===== config.mk =====
export PLATFORM = sky130hd
export DESIGN_NAME = channel_id_bitmap_allocator
export DESIGN_NICKNAME = d
export VERILOG_FILES = /design/src/design/cidb_pkg.sv /design/src/design/cidb_bitmap_ram.sv /design/src/design/cidb_summary.sv /design/src/design/channel_id_bitmap_allocator.sv
export SDC_FILE = /design/constraint.sdc
export NUM_CORES = 2
export LEC_CHECK = 0
export BUFFER_PORTS_ARGS = -buffer_cell sky130_fd_sc_hd__buf_2
export CORE_ASPECT_RATIO = 1.2
export CORE_MARGIN = 2
export CORE_UTILIZATION = 50
export CTS_BUF_LIST = sky130_fd_sc_hd__clkbuf_4 sky130_fd_sc_hd__clkbuf_8
export DETAILED_ROUTE_END_ITERATION = 6
export PLACE_DENSITY = 0.64
export SLEW_MARGIN = 20
export SYNTH_ARGS = -nofsm -noshare
export SYNTH_HDL_FRONTEND = slang
export SYNTH_SLANG_ARGS = --single-unit

===== constraint.sdc =====
create_clock -name clk -period 10.9 [get_ports clk]
set_input_delay 2.18 -clock clk [delete_from_list [all_inputs] [get_ports clk]]
set_output_delay 2.18 -clock clk [all_outputs]
set_load 0.03 [all_outputs]

===== src/design/cidb_pkg.sv =====
// ----------------------------------------------------------------------------
// cidb_pkg
// shared types and codes of the channel id bitmap allocator
// ----------------------------------------------------------------------------
package cidb_pkg;

	localparam int GRANT_W  = 11;
	localparam int TARGET_W = 12;

	typedef enum logic {
		OP_ALLOC = 1'b0,
		OP_FREE  = 1'b1
	} opcode_t;

	typedef enum logic [1:0] {
		ST_ALLOCATED = 2'd0,
		ST_FULL      = 2'd1,
		ST_FREED     = 2'd2,
		ST_IGNORED   = 2'd3
	} status_t;

	typedef struct packed {
		logic re;
		logic we;
	} mem_req_t;

	typedef struct packed {
		logic clear_chunk;
		logic next_chunk;
		logic upd;
		logic upd_full;
	} sum_ctl_t;

	typedef struct packed {
		logic hit;
		logic last;
	} sum_res_t;

endpackage


===== src/design/cidb_bitmap_ram.sv =====
// ----------------------------------------------------------------------------
// cidb_bitmap_ram
// single port bitmap word memory, one read or write a cycle, registered read
// ----------------------------------------------------------------------------
module cidb_bitmap_ram import cidb_pkg::*; #(
	parameter int DEPTH  = 32,
	parameter int WIDTH  = 64,
	parameter int ADDR_W = 5
) (
	input  logic              clk,
	input  mem_req_t          req,
	input  logic [ADDR_W-1:0] addr,
	input  logic [WIDTH-1:0]  wdata,
	output logic [WIDTH-1:0]  rdata
);

	logic [WIDTH-1:0] mem [DEPTH];
	logic [WIDTH-1:0] rdata_q;

	always_ff @(posedge clk) begin
		if (req.we) begin
			mem[addr] <= wdata;
		end
		if (req.re) begin
			rdata_q <= mem[addr];
		end
	end

	assign rdata = rdata_q;

endmodule


===== src/design/cidb_summary.sv =====
// ----------------------------------------------------------------------------
// cidb_summary
// one full flag per bitmap word, searched one chunk of flags per cycle
// ----------------------------------------------------------------------------
module cidb_summary import cidb_pkg::*; #(
	parameter int WORD_COUNT = 32,
	parameter int ADDR_W     = 5
) (
	input  logic              clk,
	input  logic              arst_n,
	input  sum_ctl_t          ctl,
	input  logic [ADDR_W-1:0] upd_addr,
	output sum_res_t          res,
	output logic [ADDR_W-1:0] hit_addr
);

	localparam int CH      = (WORD_COUNT < 32) ? WORD_COUNT : 32;
	localparam int NCH     = (WORD_COUNT + CH - 1) / CH;
	localparam int CHUNK_W = (NCH > 1) ? $clog2(NCH) : 1;
	localparam int POS_W   = (CH > 1) ? $clog2(CH) : 1;

	logic [WORD_COUNT-1:0] full_q;
	logic [NCH*CH-1:0]     full_pad;
	logic [CHUNK_W-1:0]    chunk_q;
	logic [CH-1:0]         slice;
	logic [POS_W-1:0]      pos;

	always_comb begin
		full_pad = '1;
		full_pad[WORD_COUNT-1:0] = full_q;
	end

	assign slice = full_pad[int'(chunk_q)*CH +: CH];

	// lowest word of the chunk that still has a clear bit
	always_comb begin
		pos = '0;
		for (int i = CH - 1; i >= 0; i--) begin
			if (!slice[i]) begin
				pos = POS_W'(i);
			end
		end
	end

	assign res.hit  = ~&slice;
	assign res.last = (chunk_q == CHUNK_W'(NCH - 1));
	assign hit_addr = ADDR_W'(int'(chunk_q) * CH + int'(pos));

	always_ff @(posedge clk or negedge arst_n) begin
		if (!arst_n) begin
			full_q  <= '0;
			chunk_q <= '0;
		end else begin
			if (ctl.upd) begin
				full_q[upd_addr] <= ctl.upd_full;
			end
			if (ctl.clear_chunk) begin
				chunk_q <= '0;
			end else if (ctl.next_chunk) begin
				chunk_q <= chunk_q + 1'b1;
			end
		end
	end

endmodule


===== src/design/channel_id_bitmap_allocator.sv =====
// ----------------------------------------------------------------------------
// channel_id_bitmap_allocator
// bitmap id allocator: lowest clear bit on allocate, clear named bit on free
// ----------------------------------------------------------------------------
// allocate: S_SEARCH steps through the 32-word chunks of the full-word summary
//   until a hit, then S_READ and S_RESP; pool full: S_SEARCH straight to S_RESP
// free: S_DIVQ, S_READ, S_RESP; out-of-range free: straight to S_RESP
// throughput: one item at a time, set by the read-modify-write of the word ram
// reset: full flags clear at once, then the word ram is swept one word a cycle
//   with req_stall high
module channel_id_bitmap_allocator import cidb_pkg::*; #(
	parameter int ID_COUNT  = 2048,
	parameter int WORD_BITS = 64
) (
	input  logic                clk,
	input  logic                arst_n,
	input  logic                req_valid,
	output logic                req_stall,
	input  logic                opcode,
	input  logic [TARGET_W-1:0] target_id,
	output logic                rsp_valid,
	input  logic                rsp_stall,
	output logic [GRANT_W-1:0]  granted_id,
	output logic [1:0]          status
);

	localparam int WORD_COUNT = (ID_COUNT + WORD_BITS - 1) / WORD_BITS;
	localparam int ADDR_W     = (WORD_COUNT > 1) ? $clog2(WORD_COUNT) : 1;
	localparam int BIT_W      = $clog2(WORD_BITS);
	localparam int LAST_BITS  = ID_COUNT - (WORD_COUNT - 1) * WORD_BITS;
	localparam int DIV_K      = 24;
	localparam int DIV_M      = (1 << DIV_K) / WORD_BITS + 1;
	localparam logic [16:0] IDC17   = 17'(ID_COUNT);
	localparam logic [16:0] WB17    = 17'(WORD_BITS);
	localparam logic [39:0] DIV_M40 = 40'(DIV_M);
	localparam logic [WORD_BITS-1:0] LAST_MASK =
		{WORD_BITS{1'b1}} >> (WORD_BITS - LAST_BITS);

	typedef enum logic [2:0] {
		S_CLEAR,
		S_IDLE,
		S_DIVQ,
		S_SEARCH,
		S_READ,
		S_RESP
	} state_t;

	state_t               state_q;
	logic [ADDR_W-1:0]    clr_q;
	logic                 op_q;
	logic [TARGET_W-1:0]  id_q;
	logic [ADDR_W-1:0]    word_q;
	logic [GRANT_W-1:0]   res_id_q;
	status_t              res_st_q;
	logic                 rsp_valid_q;
	logic [GRANT_W-1:0]   granted_q;
	status_t              status_q;

	mem_req_t             mem_req;
	logic [ADDR_W-1:0]    mem_addr;
	logic [WORD_BITS-1:0] mem_wdata;
	logic [WORD_BITS-1:0] mem_rdata;

	sum_ctl_t             sum_ctl;
	sum_res_t             sum_res;
	logic [ADDR_W-1:0]    hit_addr;

	logic [39:0]          quot_prod;
	logic [ADDR_W-1:0]    quot;
	logic [WORD_BITS-1:0] valid_mask;
	logic [WORD_BITS-1:0] eff_word;
	logic [BIT_W-1:0]     free_pos;
	logic [BIT_W-1:0]     clr_bit;
	logic [16:0]          clr_bit17;
	logic [WORD_BITS-1:0] new_word;
	logic [16:0]          grant17;
	logic                 accept;

	assign accept = req_valid && !req_stall;
	assign req_stall = (state_q != S_IDLE);

	// word index of a free item by reciprocal multiply
	assign quot_prod = 40'(id_q) * DIV_M40;
	assign quot      = quot_prod[DIV_K +: ADDR_W];

	assign valid_mask = (word_q == ADDR_W'(WORD_COUNT - 1)) ? LAST_MASK : '1;
	assign eff_word   = mem_rdata | ~valid_mask;

	always_comb begin
		free_pos = '0;
		for (int i = WORD_BITS - 1; i >= 0; i--) begin
			if (!eff_word[i]) begin
				free_pos = BIT_W'(i);
			end
		end
	end

	assign clr_bit17 = 17'(id_q) - 17'(word_q) * WB17;
	assign clr_bit   = clr_bit17[BIT_W-1:0];
	assign new_word  = (op_q == OP_ALLOC)
		? (mem_rdata | (WORD_BITS'(1) << free_pos))
		: (mem_rdata & ~(WORD_BITS'(1) << clr_bit));
	assign grant17   = 17'(word_q) * WB17 + 17'(free_pos);

	always_comb begin
		mem_req   = '0;
		mem_addr  = word_q;
		mem_wdata = new_word;
		sum_ctl   = '0;
		sum_ctl.upd_full = &(new_word | ~valid_mask);
		case (state_q)
			S_CLEAR: begin
				mem_req.we = 1'b1;
				mem_addr   = clr_q;
				mem_wdata  = (clr_q == '0) ? WORD_BITS'(1) : '0;
			end
			S_DIVQ: begin
				mem_req.re = 1'b1;
				mem_addr   = quot;
			end
			S_SEARCH: begin
				mem_req.re = sum_res.hit;
				mem_addr   = hit_addr;
				sum_ctl.clear_chunk = sum_res.hit || sum_res.last;
				sum_ctl.next_chunk  = !sum_res.hit && !sum_res.last;
			end
			S_READ: begin
				mem_req.we  = 1'b1;
				sum_ctl.upd = 1'b1;
			end
			default: begin
			end
		endcase
	end

	cidb_bitmap_ram #(
		.DEPTH  (WORD_COUNT),
		.WIDTH  (WORD_BITS),
		.ADDR_W (ADDR_W)
	) u_ram (
		.clk   (clk),
		.req   (mem_req),
		.addr  (mem_addr),
		.wdata (mem_wdata),
		.rdata (mem_rdata)
	);

	cidb_summary #(
		.WORD_COUNT (WORD_COUNT),
		.ADDR_W     (ADDR_W)
	) u_summary (
		.clk      (clk),
		.arst_n   (arst_n),
		.ctl      (sum_ctl),
		.upd_addr (word_q),
		.res      (sum_res),
		.hit_addr (hit_addr)
	);

	always_ff @(posedge clk or negedge arst_n) begin
		if (!arst_n) begin
			state_q     <= S_CLEAR;
			clr_q       <= '0;
			op_q        <= OP_ALLOC;
			id_q        <= '0;
			word_q      <= '0;
			res_id_q    <= '0;
			res_st_q    <= ST_ALLOCATED;
			rsp_valid_q <= 1'b0;
			granted_q   <= '0;
			status_q    <= ST_ALLOCATED;
		end else begin
			if (rsp_valid_q && !rsp_stall && state_q != S_RESP) begin
				rsp_valid_q <= 1'b0;
			end
			case (state_q)
				S_CLEAR: begin
					clr_q <= clr_q + 1'b1;
					if (clr_q == ADDR_W'(WORD_COUNT - 1)) begin
						state_q <= S_IDLE;
					end
				end
				S_IDLE: begin
					if (accept) begin
						op_q     <= opcode;
						id_q     <= target_id;
						res_id_q <= '0;
						if (opcode == OP_ALLOC) begin
							state_q <= S_SEARCH;
						end else if (17'(target_id) >= IDC17) begin
							res_st_q <= ST_IGNORED;
							state_q  <= S_RESP;
						end else begin
							state_q <= S_DIVQ;
						end
					end
				end
				S_DIVQ: begin
					word_q  <= quot;
					state_q <= S_READ;
				end
				S_SEARCH: begin
					if (sum_res.hit) begin
						word_q  <= hit_addr;
						state_q <= S_READ;
					end else if (sum_res.last) begin
						res_st_q <= ST_FULL;
						state_q  <= S_RESP;
					end
				end
				S_READ: begin
					if (op_q == OP_ALLOC) begin
						res_id_q <= grant17[GRANT_W-1:0];
						res_st_q <= ST_ALLOCATED;
					end else begin
						res_st_q <= ST_FREED;
					end
					state_q <= S_RESP;
				end
				S_RESP: begin
					if (!rsp_valid_q || !rsp_stall) begin
						rsp_valid_q <= 1'b1;
						granted_q   <= res_id_q;
						status_q    <= res_st_q;
						state_q     <= S_IDLE;
					end
				end
				default: begin
					state_q <= S_IDLE;
				end
			endcase
		end
	end

	assign rsp_valid  = rsp_valid_q;
	assign granted_id = granted_q;
	assign status     = status_q;

`ifndef ASSERT_OFF
	a_ram_single_port: assert property (@(posedge clk) disable iff (!arst_n)
		!(mem_req.re && mem_req.we))
		else $error("word ram read and written in one cycle");

	a_read_after_issue: assert property (@(posedge clk) disable iff (!arst_n)
		(state_q == S_READ) |-> $past(mem_req.re))
		else $error("modify step without a word read");

	a_rsp_from_resp: assert property (@(posedge clk) disable iff (!arst_n)
		$rose(rsp_valid) |-> $past(state_q == S_RESP))
		else $error("result appeared outside the response step");

	a_full_no_id: assert property (@(posedge clk) disable iff (!arst_n)
		(rsp_valid && status == ST_FULL) |-> (granted_id == '0))
		else $error("pool full item carries an id");
`endif

endmodule

==> flow_summary.ini <==
[outcome]
outcome = finished clean

[timing]
max-slew-margin-rel = 0.127
fmax_mhz = 164
fin_tns_setup_ns = 0
finalCritPeriodShare = 0.560
setup_viol = 0
clock_skew_ns = 0.113
finalCriticalPeriod_ns = 6.11
rsz0062_at_grt = no
slew_viol_final = 0
worst_slew_pin_slew_ns = 1.31
finalHoldViolations = 0
whs_ns = 0.469

[setup_path]
worstSetupStartpoint = state_q[2]
cp-start-kind = register
required_ns = 11.57
crit_path_max_fanout = 49
critPathCaptureType = register
r2r_start = state_q[2]
crit_type = register to register
reg2regPathDepth = 9
critical_path_arrival_ns = 6.78

[floorplanning]
design.die.area_um2 = 181000
core_area_um2 = 177000
start_util = 0.504
die_width_um = 389
io_pins = 32
rows = 169
die_y_um = 466

[min_path]
hp-class = register to register
min_path_cells = 2
hp-start = status[0]

[pwr]
power_leakage_nw = 34.1
powerDensity_nw_per_um2 = 307
peakVddDrop_v = 0.000430

[clock_network]
ctsHtreeMaxLevel = 5
post_cts_resized = 0
clock-sinks = 2197
cts_made_buffers = 351
cts-root-buf = clkbuf_8
clock_latency_ns = 1.13
cts_tree = built
cts.path.max_buffers = 4
cts_hold_buf = 0
clk_pin_slew_ns = 0.06
postCtsSetupBuffers = 0

[drt]
drtPass1Iterations = 6
via_per_inst = 6.33
wl_per_cell_um = 29.9
drt_iter0_markers = 8032
ant_nets = 0
route.detailed.drc = 0
routed_wl_um = 285000
vias = 60400

[layout]
nets = 7007
syn2layout_area_growth_pct = 11.4
drive_gt1_frac = 0.131
stdcell_area_um2 = 99200
fillerInstances = 14200
fin_util = 0.561

[synthesis]
syn-num-nets = 6881
synth-seq-area-share = 0.736
ys_warn_count = 0
avgSynthCellArea_um2 = 13.0
synth_edf_count = 2112
yosysUniqueCellTypes = 86
synthArstFlopShare = 0.0387
syn-cell-area_um2 = 89000
ys.flop_type = edfxtp_1
synth-seq-cells = 2197
synthCells = 6861

[global_routing]
grt_pass1_vias = 57800
grt_pass1_wl_um = 409000
track_usage = 0.312
antenna_found_initial = 11
grt_max_degree = 198
overflow = 0

[placement]
gp_congestion = 1.05
place_area_um2 = 92500
port_buffers = 31
dp.final_hpwl_um = 158000

[flow_run]
drv_cap = 0
-- critical path: stages (launching register included) --
cell	delay (ns)
dfrtp_1	0.56
clkinv_1	0.24
nand3_1	0.23
a2111oi_0	0.82
o32ai_1	0.32
and3b_1	0.58
and2_4	0.59
nand2_1	0.37
nor2_4	0.91
buf_4	0.84
-- power by group --
group / leakage, nW / internal [mW] / switching, mW / total [mW]
logic: 10.4 / 3.08 / 9.07 / 12.1
clock network: 3.49 / 3.61 / 3.17 / 6.77
registers: 20.2 / 11.1 / 0.498 / 11.6
-- routing by layer --
metal,track usage,up-vias,routed length [µm]
met4,0.140,6,13000
met2,0.495,3422,135000
met3,0.0600,672,26400
li1,-,25900,-
met5,0,-,41
met1,0.419,30400,111000
-- area by class of cell --
type,instances,area [µm²],share of cell area
inverters,25,96.3,0.000971
diodes,5,12.5,0.000126
multi-input cells,4206,22400,0.226
clock inverters,102,573,0.00578
clock buffers,492,5980,0.0603
repair buffers,206,1690,0.0170
flip-flops and latches,2197,65500,0.661
well taps,2308,2890,0.0291
-- kinds of logic (layout without fill, tap and decap cells) --
| family | Yosys count | after routing | synth area share |
|---|---|---|---|
| AOI/OAI and AO/OA | 881 | 881 | 0.0712 |
| xor gates and xnor gates | 3 | 3 | 0.000295 |
| adders and majority gates | 3 | 3 | 0.000422 |
| buffers and inverters | 458 | 825 | 0.0197 |
| DFF | 2197 | 2197 | 0.736 |
| muxes | 101 | 101 | 0.0124 |
| other | 0 | 5 | 0 |
| and+or+nand+nor | 3218 | 3218 | 0.160 |
-- path summary, 6_finish.rpt --
kind                                     end  slack [ns]
min reg2reg                        status[0]        0.47
max reg2reg                u_ram.mem[30][16]        4.79
min in group asynchronous      granted_id[7]        1.16
min                                status[0]        0.47
max in group asynchronous          word_q[0]        9.22
max                        u_ram.mem[30][16]        4.79
-- cell usage after synthesis, types with 4 or more instances --
cell type,count,area [µm²]
nand4_1,97,607
a21boi_0,8,60.1
nor4_1,23,144
buf_2,13,65.1
nor4b_1,4,35.0
nand3_1,545,2730
buf_1,46,173
a22o_1,11,96.3
or3_1,11,68.8
o211ai_1,10,75.1
o21a_1,28,210
o31ai_1,8,60.1
nand2b_1,12,75.1
and2_1,13,81.3
nor3_1,38,190
or4_1,4,30.0
or3b_2,6,52.6
a211oi_1,12,90.1
o221ai_1,15,131
a311oi_1,38,333
or2_2,9,56.3
a21oi_1,109,546
and3b_1,4,35.0
clkbuf_1,371,1390
and3_1,253,1580
mux2_2,24,270
nand4b_1,6,52.6
o21ai_0,113,566
a31oi_1,217,1360
and4_1,13,114
inv_1,24,90.1
mux4_2,5,113
a32oi_1,194,1700
o31ai_2,30,375
nor2b_1,10,62.6
o2111ai_1,6,52.6
o22ai_1,32,200
mux2i_1,72,721
nor2_1,116,435
a21o_1,8,60.1
edfxtp_1,2112,63400
dfrtp_1,85,2130
nand2_1,2031,7620
nand3b_1,8,60.1
-- registers in the layout (all words and copies together), names as in the netlist, 2 cells and up --
| signal | cells |
|---|---|
| clr_q | 5 |
| granted_id | 11 |
| id_q | 11 |
| res_id_q | 11 |
| res_st_q | 2 |
| state_q | 3 |
| status | 2 |
| u_ram.mem | 2048 |
| u_ram.rdata | 64 |
| u_summary.full_pad | 32 |
| word_q | 5 |
-- per-stage QoR --
step / cells / setup WS [ns] / power, mW
final: 9541 / 4.79 / 30.5
after global routing: 9538 / 4.64 / 31.8
after CTS: 9534 / 4.93 / 30.3
after detailed placement: 8940 / 5.03 / 23.6
after global placement: 8937 / 5.03 / 23.5
after floorplan: 6861 / 3.23 / 18.8
-- placed cells by master, fill, tap and decap left out, types with 13 or more instances in the layout --
| master | instances |
|---|---|
| o21a_1 | 28 |
| mux2_2 | 24 |
| nand3_1 | 544 |
| buf_2 | 30 |
| a21oi_2 | 20 |
| nor4_1 | 23 |
| mux2i_1 | 72 |
| and4_1 | 13 |
| a32oi_1 | 194 |
| buf_4 | 159 |
| nand2_1 | 2030 |
| nand4_1 | 97 |
| dfrtp_1 | 85 |
| nor2_4 | 32 |
| and3_1 | 253 |
| a21oi_1 | 72 |
| a31oi_1 | 217 |
| nor3_1 | 26 |
| edfxtp_1 | 2112 |
| nor2_1 | 73 |
| clkbuf_8 | 365 |
| o22ai_1 | 32 |
| inv_1 | 23 |
| clkbuf_4 | 127 |
| o21ai_0 | 112 |
| clkinv_1 | 59 |
| o221ai_1 | 14 |
| nor3_2 | 13 |
| clkinv_2 | 29 |
| a21oi_4 | 17 |
| o31ai_2 | 30 |
| a311oi_1 | 38 |
Power figures use the tool's default switching activity.
